==> config.mk <==
export PLATFORM = sky130hd
export DESIGN_NAME = sensor_linearize_and_average_flat
export DESIGN_NICKNAME = d
export VERILOG_FILES = /design/src/hw/rtl/sla_pkg.sv /design/src/hw/rtl/sla_if.sv /design/src/hw/rtl/sla_div.sv /design/src/hw/rtl/sensor_linearize_and_average.sv /design/src/flat_wrapper.sv
export VERILOG_INCLUDE_DIRS = /design/src /design/src/hw/rtl
export SDC_FILE = /design/constraint.sdc
export NUM_CORES = 2
export LEC_CHECK = 0
export BUFFER_PORTS_ARGS = -buffer_cell sky130_fd_sc_hd__buf_2
export CAP_MARGIN = 5
export CORE_MARGIN = 2
export CORE_UTILIZATION = 55
export DETAILED_ROUTE_END_ITERATION = 8
export GPL_ROUTABILITY_DRIVEN = 1
export GPL_TIMING_DRIVEN = 1
export PLACE_DENSITY = 0.74
export SLEW_MARGIN = 5
export SYNTH_ARGS = -nofsm -noshare
export SYNTH_HDL_FRONTEND = slang
export SYNTH_SLANG_ARGS = --single-unit
==> constraint.sdc <==
create_clock -name clk -period 8.05 [get_ports clk]
set_clock_uncertainty 0.05 [all_clocks]
set_input_delay 1.61 -clock clk [delete_from_list [all_inputs] [get_ports clk]]
set_output_delay 1.61 -clock clk [all_outputs]
set_load 0.03 [all_outputs]
==> src/hw/rtl/assert_macros.svh <==
// Assertion macros for the RTL files that carry checks.
// Each macro expects a clock named clk and an active-low reset named rst_n in scope.
`ifndef ASSERT_MACROS_SVH
`define ASSERT_MACROS_SVH

// Same-cycle implication, disabled while reset is asserted.
`define SLA_ASSERT_IMPL(label, ante, cons) \
  label: assert property (@(posedge clk) disable iff (!rst_n) (ante) |-> (cons)) \
    else $error("assertion failed");

// Next-cycle implication, disabled while reset is asserted.
`define SLA_ASSERT_NEXT(label, ante, cons) \
  label: assert property (@(posedge clk) disable iff (!rst_n) (ante) |=> (cons)) \
    else $error("assertion failed");

`endif

==> src/hw/rtl/sla_pkg.sv <==
// Shared constants and types for the sensor linearise-and-average block.
// No dependencies; used by the channel interfaces and the top level.
`timescale 1ns / 1ps
`default_nettype none

package sla_pkg;

  localparam int TABLE_DEPTH_DEF = 32;
  localparam int HISTORY_MAX_DEF = 8;

  localparam int RAW_W  = 16;
  localparam int REAL_W = 16;
  localparam int IDX_W  = 5;
  localparam int CFG_W  = 4;
  localparam int PROD_W = 32;

  localparam logic [RAW_W-1:0] END_KEY = 16'hffff;

  typedef enum logic {
    REQ_SAMPLE = 1'b0,
    REQ_LOAD   = 1'b1
  } req_type_t;

endpackage

`default_nettype wire

==> src/hw/rtl/sla_if.sv <==
// Valid/ready channel interfaces for the input and result items.
// Depends on sla_pkg for field widths and the request type.
`timescale 1ns / 1ps
`default_nettype none

interface sla_in_if;
  import sla_pkg::*;

  logic                     valid;
  logic                     ready;
  req_type_t                req_type;
  logic [RAW_W-1:0]         sample_value;
  logic [IDX_W-1:0]         entry_index;
  logic [RAW_W-1:0]         entry_raw;
  logic signed [REAL_W-1:0] entry_real;

  modport source (
    output valid, req_type, sample_value, entry_index, entry_raw, entry_real,
    input  ready
  );
  modport sink (
    input  valid, req_type, sample_value, entry_index, entry_raw, entry_real,
    output ready
  );
endinterface

interface sla_out_if;
  import sla_pkg::*;

  logic                     valid;
  logic                     ready;
  logic signed [REAL_W-1:0] converted_value;
  logic [RAW_W-1:0]         raw_average;
  logic signed [REAL_W-1:0] converted_average;

  modport source (
    output valid, converted_value, raw_average, converted_average,
    input  ready
  );
  modport sink (
    input  valid, converted_value, raw_average, converted_average,
    output ready
  );
endinterface

`default_nettype wire

==> src/hw/rtl/sla_div.sv <==
// Unsigned restoring divider retiring one quotient bit per cycle.
// No dependencies; instantiated by the top level for interpolation and averaging.
`timescale 1ns / 1ps
`default_nettype none

module sla_div #(
  parameter int NUM_W = 32,
  parameter int DEN_W = 16
) (
  input  wire logic             clk,
  input  wire logic             rst_n,
  input  wire logic             start,
  input  wire logic [NUM_W-1:0] num,
  input  wire logic [DEN_W-1:0] den,
  output logic                  busy,
  output logic [NUM_W-1:0]      quo,
  output logic [DEN_W-1:0]      rem
);

  localparam int CW = $clog2(NUM_W + 1);

  logic             busy_r;
  logic [CW-1:0]    cnt_r;
  logic [NUM_W-1:0] num_r;
  logic [DEN_W-1:0] rem_r;
  logic [DEN_W-1:0] den_r;
  logic [DEN_W:0]   trial;
  logic             fits;

  assign trial = {rem_r, num_r[NUM_W-1]};
  assign fits  = trial >= {1'b0, den_r};

  always_ff @(posedge clk) begin
    if (!rst_n) begin
      busy_r <= 1'b0;
      cnt_r  <= '0;
    end else if (start) begin
      busy_r <= 1'b1;
      cnt_r  <= CW'(NUM_W);
      num_r  <= num;
      den_r  <= den;
      rem_r  <= '0;
    end else if (busy_r) begin
      num_r <= {num_r[NUM_W-2:0], fits};
      rem_r <= fits ? DEN_W'(trial - {1'b0, den_r}) : trial[DEN_W-1:0];
      cnt_r <= cnt_r - CW'(1);
      if (cnt_r == CW'(1)) begin
        busy_r <= 1'b0;
      end
    end
  end

  assign busy = busy_r;
  assign quo  = num_r;
  assign rem  = rem_r;

endmodule

`default_nettype wire

==> src/hw/rtl/sensor_linearize_and_average.sv <==
// Sensor linearisation through a calibration table, with moving averages.
// Depends on sla_pkg, sla_if.sv, sla_div.sv and assert_macros.svh.
//
// Input channel in_chan carries load items (write one table slot) and sample
// items. A load item gives no result. A sample item
// gives one result on out_chan: the converted value and the averages of the
// raw and converted histories over history_length slots.
// The table and both histories live in synchronous memories. A sample first
// walks the table one slot per cycle, then, if it falls between two keys, runs
// a serial division for the interpolation, then updates the running sums and
// runs the two averaging divisions together. out_chan.valid rises once both
// divisions are done and the output register is free; no further item is
// taken until then, so one sample is in flight at a time.
// Writing cfg_wdata with cfg_we clears both histories and the ring position.
// Synchronous reset empties the table (every slot reads as the end marker),
// clears the histories and sets history_length to 1; no clearing pass is needed.
// A result waits in the output register while out_chan is stalled; load items are
// still taken, and one further sample is taken and held until the register is free.
`timescale 1ns / 1ps
`default_nettype none

`include "assert_macros.svh"

module sensor_linearize_and_average #(
  parameter int TABLE_DEPTH = sla_pkg::TABLE_DEPTH_DEF,
  parameter int HISTORY_MAX = sla_pkg::HISTORY_MAX_DEF
) (
  input  wire logic                      clk,
  input  wire logic                      rst_n,
  input  wire logic                      cfg_we,
  input  wire logic [sla_pkg::CFG_W-1:0] cfg_wdata,
  sla_in_if.sink                         in_chan,
  sla_out_if.source                      out_chan
);
  import sla_pkg::*;

  localparam int AW    = $clog2(TABLE_DEPTH);
  localparam int HL_W  = $clog2(HISTORY_MAX + 1);
  localparam int PW    = (HISTORY_MAX > 1) ? $clog2(HISTORY_MAX) : 1;
  localparam int MAG_W = RAW_W + $clog2(HISTORY_MAX);
  localparam int CS_W  = MAG_W + 1;

  typedef struct packed {
    logic [RAW_W-1:0]         key;
    logic signed [REAL_W-1:0] val;
  } tbl_entry_t;

  typedef struct packed {
    logic [RAW_W-1:0]         raw;
    logic signed [REAL_W-1:0] conv;
  } ring_entry_t;

  typedef enum logic [2:0] {
    S_IDLE,
    S_FIRST,
    S_SCAN,
    S_MUL,
    S_DIV,
    S_RING,
    S_AVG
  } state_t;

  tbl_entry_t  tbl_mem [TABLE_DEPTH];
  ring_entry_t ring_mem [HISTORY_MAX];

  state_t                   state_r;
  logic [TABLE_DEPTH-1:0]   tbl_vld_r;
  logic [HISTORY_MAX-1:0]   ring_vld_r;
  logic [HL_W-1:0]          hl_r;
  logic [PW-1:0]            pos_r;
  logic [MAG_W-1:0]         raw_sum_r;
  logic signed [CS_W-1:0]   conv_sum_r;
  tbl_entry_t               tbl_q_r;
  logic                     tbl_vld_q_r;
  ring_entry_t              ring_q_r;
  logic                     ring_old_vld_r;
  logic [RAW_W-1:0]         x_r;
  logic [AW-1:0]            slot_r;
  logic [RAW_W-1:0]         prev_key_r;
  logic signed [REAL_W-1:0] prev_val_r;
  logic [RAW_W-1:0]         dmag_r;
  logic                     neg_r;
  logic [RAW_W-1:0]         dx_r;
  logic [RAW_W-1:0]         draw_r;
  logic signed [REAL_W-1:0] conv_r;
  logic                     conv_neg_r;
  logic                     out_valid_r;
  logic signed [REAL_W-1:0] out_conv_r;
  logic [RAW_W-1:0]         out_raw_avg_r;
  logic signed [REAL_W-1:0] out_conv_avg_r;

  logic                     in_acc;
  logic                     is_load;
  logic                     idx_ok;
  logic                     out_free;
  logic                     res_load;
  logic                     tbl_rd_en;
  logic [AW-1:0]            tbl_rd_addr;
  logic [RAW_W-1:0]         key_cur;
  logic signed [REAL_W-1:0] val_cur;
  logic                     hit_end;
  logic                     hit_eq;
  logic                     at_last;
  logic                     hit_between;
  logic                     advance;
  logic signed [REAL_W:0]   dreal;
  logic signed [17:0]       q_s;
  logic signed [17:0]       adj_s;
  logic signed [17:0]       interp_s;
  logic [RAW_W-1:0]         old_raw;
  logic signed [REAL_W-1:0] old_conv;
  logic [MAG_W-1:0]         raw_sum_nxt;
  logic signed [CS_W-1:0]   conv_sum_nxt;
  logic [MAG_W-1:0]         conv_mag_nxt;
  logic [HL_W-1:0]          hl_nxt;
  logic                     div_a_start;
  logic [PROD_W-1:0]        div_a_num;
  logic [RAW_W-1:0]         div_a_den;
  logic                     div_a_busy;
  logic [PROD_W-1:0]        div_a_quo;
  logic [RAW_W-1:0]         div_a_rem;
  logic                     div_b_busy;
  logic [MAG_W-1:0]         div_b_quo;
  logic [HL_W-1:0]          div_b_rem;

  assign in_chan.ready = (state_r == S_IDLE);
  assign in_acc        = in_chan.valid && in_chan.ready;
  assign is_load       = (in_chan.req_type == REQ_LOAD);
  assign idx_ok        = 32'(in_chan.entry_index) < TABLE_DEPTH;
  assign out_free      = !out_valid_r || out_chan.ready;
  assign res_load      = (state_r == S_AVG) && !div_a_busy && !div_b_busy && out_free;

  assign key_cur = tbl_vld_q_r ? tbl_q_r.key : END_KEY;
  assign val_cur = tbl_vld_q_r ? tbl_q_r.val : '0;

  assign hit_end     = (prev_key_r == END_KEY);
  assign hit_eq      = (prev_key_r == x_r);
  assign at_last     = (32'(slot_r) == TABLE_DEPTH - 1);
  assign hit_between = (prev_key_r < x_r) && (key_cur > x_r);
  assign advance     = !(hit_end || hit_eq || at_last || hit_between);
  assign dreal       = $signed({val_cur[REAL_W-1], val_cur})
                     - $signed({prev_val_r[REAL_W-1], prev_val_r});

  always_comb begin
    tbl_rd_en   = 1'b0;
    tbl_rd_addr = '0;
    case (state_r)
      S_IDLE: begin
        tbl_rd_en = in_acc && !is_load;
      end
      S_FIRST: begin
        tbl_rd_en   = 1'b1;
        tbl_rd_addr = AW'(1);
      end
      S_SCAN: begin
        tbl_rd_en   = advance && (32'(slot_r) + 2 < TABLE_DEPTH);
        tbl_rd_addr = AW'(32'(slot_r) + 2);
      end
      default: begin
        tbl_rd_en = 1'b0;
      end
    endcase
  end

  always_ff @(posedge clk) begin
    if (in_acc && is_load && idx_ok) begin
      tbl_mem[AW'(in_chan.entry_index)] <= '{key: in_chan.entry_raw, val: in_chan.entry_real};
    end
    if (tbl_rd_en) begin
      tbl_q_r     <= tbl_mem[tbl_rd_addr];
      tbl_vld_q_r <= tbl_vld_r[tbl_rd_addr];
    end
  end

  always_ff @(posedge clk) begin
    if (state_r == S_RING) begin
      ring_mem[pos_r] <= '{raw: x_r, conv: conv_r};
    end
    if (in_acc && !is_load) begin
      ring_q_r <= ring_mem[pos_r];
    end
  end

  // Floor division of a signed product: the divider works on magnitudes.
  assign q_s      = $signed({1'b0, div_a_quo[16:0]});
  assign adj_s    = neg_r ? ((div_a_rem != '0) ? -q_s - 18'sd1 : -q_s) : q_s;
  assign interp_s = $signed({{2{prev_val_r[REAL_W-1]}}, prev_val_r}) + adj_s;

  assign old_raw      = ring_old_vld_r ? ring_q_r.raw : '0;
  assign old_conv     = ring_old_vld_r ? ring_q_r.conv : '0;
  assign raw_sum_nxt  = raw_sum_r + MAG_W'(x_r) - MAG_W'(old_raw);
  assign conv_sum_nxt = conv_sum_r + CS_W'(conv_r) - CS_W'(old_conv);
  assign conv_mag_nxt = MAG_W'(conv_sum_nxt[CS_W-1] ? -conv_sum_nxt : conv_sum_nxt);

  always_comb begin
    if (cfg_wdata == '0) begin
      hl_nxt = HL_W'(1);
    end else if (32'(cfg_wdata) > HISTORY_MAX) begin
      hl_nxt = HL_W'(HISTORY_MAX);
    end else begin
      hl_nxt = HL_W'(cfg_wdata);
    end
  end

  assign div_a_start = (state_r == S_MUL) || (state_r == S_RING);
  assign div_a_num   = (state_r == S_MUL) ? 32'(dmag_r) * 32'(dx_r) : PROD_W'(raw_sum_nxt);
  assign div_a_den   = (state_r == S_MUL) ? draw_r : RAW_W'(hl_r);

  sla_div #(
    .NUM_W (PROD_W),
    .DEN_W (RAW_W)
  ) u_div_a (
    .clk   (clk),
    .rst_n (rst_n),
    .start (div_a_start),
    .num   (div_a_num),
    .den   (div_a_den),
    .busy  (div_a_busy),
    .quo   (div_a_quo),
    .rem   (div_a_rem)
  );

  sla_div #(
    .NUM_W (MAG_W),
    .DEN_W (HL_W)
  ) u_div_b (
    .clk   (clk),
    .rst_n (rst_n),
    .start (state_r == S_RING),
    .num   (conv_mag_nxt),
    .den   (hl_r),
    .busy  (div_b_busy),
    .quo   (div_b_quo),
    .rem   (div_b_rem)
  );

  always_ff @(posedge clk) begin
    if (!rst_n) begin
      state_r     <= S_IDLE;
      tbl_vld_r   <= '0;
      ring_vld_r  <= '0;
      hl_r        <= HL_W'(1);
      pos_r       <= '0;
      raw_sum_r   <= '0;
      conv_sum_r  <= '0;
      out_valid_r <= 1'b0;
    end else begin
      if (out_chan.valid && out_chan.ready && !res_load) begin
        out_valid_r <= 1'b0;
      end
      case (state_r)
        S_IDLE: begin
          if (in_acc) begin
            if (is_load) begin
              if (idx_ok) begin
                tbl_vld_r[AW'(in_chan.entry_index)] <= 1'b1;
              end
            end else begin
              x_r            <= in_chan.sample_value;
              ring_old_vld_r <= ring_vld_r[pos_r];
              state_r        <= S_FIRST;
            end
          end
        end
        S_FIRST: begin
          prev_key_r <= key_cur;
          prev_val_r <= val_cur;
          slot_r     <= '0;
          state_r    <= S_SCAN;
        end
        S_SCAN: begin
          if (hit_end || at_last) begin
            conv_r  <= hit_eq && !hit_end ? prev_val_r : '0;
            state_r <= S_RING;
          end else if (hit_eq) begin
            conv_r  <= prev_val_r;
            state_r <= S_RING;
          end else if (hit_between) begin
            dmag_r  <= RAW_W'(dreal[REAL_W] ? -dreal : dreal);
            neg_r   <= dreal[REAL_W];
            dx_r    <= x_r - prev_key_r;
            draw_r  <= key_cur - prev_key_r;
            state_r <= S_MUL;
          end else begin
            prev_key_r <= key_cur;
            prev_val_r <= val_cur;
            slot_r     <= slot_r + AW'(1);
          end
        end
        S_MUL: begin
          state_r <= S_DIV;
        end
        S_DIV: begin
          if (!div_a_busy) begin
            conv_r  <= interp_s[REAL_W-1:0];
            state_r <= S_RING;
          end
        end
        S_RING: begin
          raw_sum_r         <= raw_sum_nxt;
          conv_sum_r        <= conv_sum_nxt;
          conv_neg_r        <= conv_sum_nxt[CS_W-1];
          ring_vld_r[pos_r] <= 1'b1;
          if (32'(pos_r) + 1 >= 32'(hl_r)) begin
            pos_r <= '0;
          end else begin
            pos_r <= pos_r + PW'(1);
          end
          state_r <= S_AVG;
        end
        S_AVG: begin
          if (res_load) begin
            out_valid_r    <= 1'b1;
            out_conv_r     <= conv_r;
            out_raw_avg_r  <= div_a_quo[RAW_W-1:0];
            out_conv_avg_r <= REAL_W'(conv_neg_r ? (~div_b_quo + MAG_W'(1)) : div_b_quo);
            state_r        <= S_IDLE;
          end
        end
        default: begin
          state_r <= S_IDLE;
        end
      endcase
      if (cfg_we) begin
        hl_r       <= hl_nxt;
        pos_r      <= '0;
        ring_vld_r <= '0;
        raw_sum_r  <= '0;
        conv_sum_r <= '0;
      end
    end
  end

  assign out_chan.valid             = out_valid_r;
  assign out_chan.converted_value   = out_conv_r;
  assign out_chan.raw_average       = out_raw_avg_r;
  assign out_chan.converted_average = out_conv_avg_r;

  `SLA_ASSERT_IMPL(a_idle_div_quiet, state_r == S_IDLE, !div_a_busy && !div_b_busy)
  `SLA_ASSERT_IMPL(a_pos_in_ring, 1'b1, 32'(pos_r) < 32'(hl_r))
  `SLA_ASSERT_NEXT(a_result_loaded,
                   state_r == S_AVG && !div_a_busy && !div_b_busy && out_free,
                   out_valid_r && state_r == S_IDLE)
  `SLA_ASSERT_NEXT(a_cfg_clears, cfg_we, ring_vld_r == '0 && raw_sum_r == '0)

endmodule

`default_nettype wire
==> src/flat_wrapper.sv <==
// flat-port wrapper written by rule: the top's interface ports become plain ports
module sensor_linearize_and_average_flat import sla_pkg::*;
#(
  parameter int TABLE_DEPTH = sla_pkg::TABLE_DEPTH_DEF,
  parameter int HISTORY_MAX = sla_pkg::HISTORY_MAX_DEF
)
  (clk, rst_n, cfg_we, cfg_wdata, in_chan_valid, in_chan_req_type, in_chan_sample_value, in_chan_entry_index, in_chan_entry_raw, in_chan_entry_real, in_chan_ready, out_chan_valid, out_chan_converted_value, out_chan_raw_average, out_chan_converted_average, out_chan_ready);
  sla_in_if in_chan_i ();
  sla_out_if out_chan_i ();
  input  wire logic clk;
  input  wire logic rst_n;
  input  wire logic cfg_we;
  input  wire logic [sla_pkg::CFG_W-1:0] cfg_wdata;
  input wire logic [$bits(in_chan_i.valid)-1:0] in_chan_valid;
  input wire logic [$bits(in_chan_i.req_type)-1:0] in_chan_req_type;
  input wire logic [$bits(in_chan_i.sample_value)-1:0] in_chan_sample_value;
  input wire logic [$bits(in_chan_i.entry_index)-1:0] in_chan_entry_index;
  input wire logic [$bits(in_chan_i.entry_raw)-1:0] in_chan_entry_raw;
  input wire logic [$bits(in_chan_i.entry_real)-1:0] in_chan_entry_real;
  output wire logic [$bits(in_chan_i.ready)-1:0] in_chan_ready;
  output wire logic [$bits(out_chan_i.valid)-1:0] out_chan_valid;
  output wire logic [$bits(out_chan_i.converted_value)-1:0] out_chan_converted_value;
  output wire logic [$bits(out_chan_i.raw_average)-1:0] out_chan_raw_average;
  output wire logic [$bits(out_chan_i.converted_average)-1:0] out_chan_converted_average;
  input wire logic [$bits(out_chan_i.ready)-1:0] out_chan_ready;
  assign in_chan_i.valid = in_chan_valid;
  assign in_chan_i.req_type = in_chan_req_type;
  assign in_chan_i.sample_value = in_chan_sample_value;
  assign in_chan_i.entry_index = in_chan_entry_index;
  assign in_chan_i.entry_raw = in_chan_entry_raw;
  assign in_chan_i.entry_real = in_chan_entry_real;
  assign in_chan_ready = in_chan_i.ready;
  assign out_chan_valid = out_chan_i.valid;
  assign out_chan_converted_value = out_chan_i.converted_value;
  assign out_chan_raw_average = out_chan_i.raw_average;
  assign out_chan_converted_average = out_chan_i.converted_average;
  assign out_chan_i.ready = out_chan_ready;
  sensor_linearize_and_average #(.TABLE_DEPTH(TABLE_DEPTH), .HISTORY_MAX(HISTORY_MAX)) u_core (.clk(clk), .rst_n(rst_n), .cfg_we(cfg_we), .cfg_wdata(cfg_wdata), .in_chan(in_chan_i), .out_chan(out_chan_i));
endmodule
==> results.md <==
* Status: finished clean
* First-pass detailed-route iteration total at 6
* CP Max Fanout at 16
* Final worst path period share at 87.2%
* DR WL met3 at 18.6 mm
* Share of layout cells above drive strength 1 at 13.2%
* Yosys reg bits at 1707
* Switching pwr at 7.61 mW
* Top cells by area, synth: edfxtp_1, mux4_2, fa_1
* Part of the power in combinational logic at 26.4%
* Async SR Flop Fraction at 0%
* Io pins at 113
* HP Class: flop to flop
* Clock Sink Count at 1707
* Met1 wire length at 77.4 mm
* CP arrival at 7.51 ns
* Post-synthesis compound-gate area fraction at 5.71%
* Port Buf Inserts at 112
* Most frequent cells after synthesis: edfxtp_1, nand2_1, inv_1, mux4_2, ha_1
* Post-synth EDFFs at 1604
* Cell count after synthesis at 5686
* DRC errors left at 0
* Flop pwr share at 41.6%
* Nets@finish at 6367
* Most common cell in the synthesized netlist: edfxtp_1
* CTS Buf Count at 167
* Reg clk slew, reported paths at 0.06 ns
* Top sig layer: met5
* Clk pwr share at 32.0%
* Post-CTS Setup Repair Bufs at 0
* Hold Buf Count CTS at 0
* Cell internal pwr at 17.2 mW
* Synth top area share at 59.6%
* Yosys warning total at 0
* Vias in the first global route at 48500
* Main synth FF type: edfxtp_1
* Largest family of logic cells by synthesized area: adder cells
* ANT nets after route at 0
* DR vias/cell at 6.18
* Drt initial violations at 5347
* Synth Area in XOR/XNOR at 2.11%
* Worst-margin pin slew at 1.15 ns
* Root buf cell: clkbuf_16
* DIE HEIGHT at 387 um
* Hold Vio Cnt, Final at 0
* CTS tree: built
* Fmax at 0.142 GHz
* Post-Synth Adder-Cell Area at 9.82%
* Max Slew Vio Count at 0
* Synth unique cells at 71
* Die Area at 0.150 mm^2
* GRT Total Usage at 27.1%
* Max cap viols at 0
* Post-cts resize count at 0
* CP Class: flop to flop
* First-pass GRT wire length at 304 mm
* H-Tree Level Count at 4
* Clock Latency Late Sink at 0.82 ns
* Hold path cells at 0
* Power density over the cells at 277 mW/mm^2
* Syn Area/Cell at 14.2 um^2
* Post-Route WL at 203 mm
* Crit path time final at 7.02 ns
* Hold Worst Slack at 0.386 ns
* Drt wl/cell at 25.8 um
* Width of the die at 387 um
* Initial antenna violation count at 15
* Worst Path Required at 8.53 ns
* Max Root-Sink Buffers at 3
* Core area at 0.146 mm^2
* Pleak at 31.9 nW
* Wire length on met2 at 99.1 mm
* GP Congestion at 0.939
* Cell accounting for the most synthesized area: edfxtp_1
* Max VDD drop at 0.238 mV
* Mapped cell area at 0.0808 mm^2
* RSZ-0062 raised after global routing: no
* Cell row count at 140
* Sum Neg Setup Slack at 0 ns
* Sequential element share of the synthesized area at 62.2%
* Final Setup Violations at 0
* P&R area growth vs syn at 10.8%
* Syn nets at 6242
* Overflow after GRT at 0
* Simple-gate portion of the synthesized area at 9.16%
* Mux contribution to synthesized area at 7.63%
* Vias at 48600
* Startpoint types: flop
* Relative slew slack at 23.4%
* Worst r2r path cells at 23
* Largest net degree at the start of global routing at 133
* Starting Density at 55.4%
* Crit path capture type: flop
* DP Wirelength at 122 mm
* Switching share of total power at 30.7%
## cells by family after synthesis
family	Yosys count
buf+inv	730
fa+ha+maj	493
flops	1707
mux	286
simple gates	1565
compound gates	711
xor+xnor	194
## final cells by class
class                           instances  area, um^2
Antenna cell                            7        17.5
Sequential cell                      1707       50200
Timing Repair Buffer                  203        1290
Inverter                              483        1810
Fill cell                           10500       56200
Clock buffer                          213        4390
Multi-Input combinational cell       3249       28200
Tap cell                             1917        2400
Clock inverter                         96        1190
## critical path, cell delays in order, from the launching register on
cell	delay (ns)
edfxtp_1	0.79
nand2_1	0.17
fa_1	0.56
inv_1	0.05
fa_1	0.50
inv_1	0.05
fa_1	0.48
inv_1	0.07
fa_1	0.51
fa_1	0.55
inv_1	0.06
fa_1	0.53
inv_1	0.04
ha_1	0.35
and3_1	0.22
and3_1	0.17
o211ai_1	0.14
and3_1	0.22
o31a_1	0.33
o21ai_0	0.39
nand3_1	0.12
and3_1	0.21
mux2i_1	0.15
nand2_1	0.06
## power groups by stage
stage / logic (mW) / clock network, mW / registers [mW]
final: 6.54 / 7.93 / 10.3
after global routing: 7.17 / 8.34 / 10.3
after CTS: 6.50 / 8.01 / 10.3
after detailed placement: 6.44 / 0 / 10.5
after global placement: 6.34 / 0 / 10.5
after floorplan: 4.64 / 0 / 10.4
## registers in the layout (all words and copies together) (netlist names), 20 cells and up
name and cells:
u_core.ring_q_r 32, u_core.tbl_mem 1024, u_core.conv_sum_r 20, u_core.tbl_q_r 32
u_core.ring_mem 256, u_core.tbl_vld_r 32, u_core.u_div_a.quo 32
## final timing paths
kind	from	slack (ns)	to
max	u_core.dmag_r[5]	1.03	u_core.u_div_a.quo[31]
min	u_core.hl_r[1]	0.39	u_core.u_div_b.den_r[1]
max reg2reg	u_core.dmag_r[5]	1.03	u_core.u_div_a.quo[31]
min reg2reg	u_core.hl_r[1]	0.39	u_core.u_div_b.den_r[1]
## per-layer routing
metal / up-vias / track usage [%]
met3: 426 / 4.69
li1: 21100 / -
met1: 24600 / 36.4
met2: 2530 / 44.4
met5: - / 0
met4: 6 / 11.0
## layout by cell type (no fill, tap or decap), drive strengths merged, types with 8 or more instances in the layout
master  Yosys  layout
edfxtp   1604    1604
nand2     666     666
inv       483     488
mux4      264     264
ha        258     258
fa        235     235
clkbuf    197     213
nand3     211     211
buf        50     203
nor2      195     195
and2      192     192
a21oi     166     166
o21ai     149     149
a22oi     145     145
xnor2     124     124
dfxtp     103     103
xor2       70      70
clkinv      0      69
nand4      60      60
o21a       54      54
nor3       50      50
nand2b     43      43
a21o       40      40
nor2b      33      33
and3       32      32
a211oi     24      24
mux2i      21      21
o21bai     19      19
nor4       19      19
a31oi      19      19
bufinv      0      17
or3        16      16
o211ai     12      12
a21boi     10      10
o31ai      10      10
nor3b       9       9
a211o       8       8
nand3b      8       8
## through the flow
stage | instance area (um^2) | util (%) | setup slack (ns) | power, mW | instances
final | 89500 | 61.4 | 1.03 | 24.8 | 7875
after detailed placement | 83900 | 57.6 | 1.12 | 16.9 | 7559
after floorplan | 80800 | - | 1.71 | 15.0 | 5686
after CTS | 89500 | 61.4 | 1.10 | 24.8 | 7868
after global routing | 89500 | 61.4 | 0.720 | 25.8 | 7872
after global placement | 83900 | 57.6 | 1.26 | 16.8 | 7559
No activity file was read; power rests on OpenSTA's default activity.
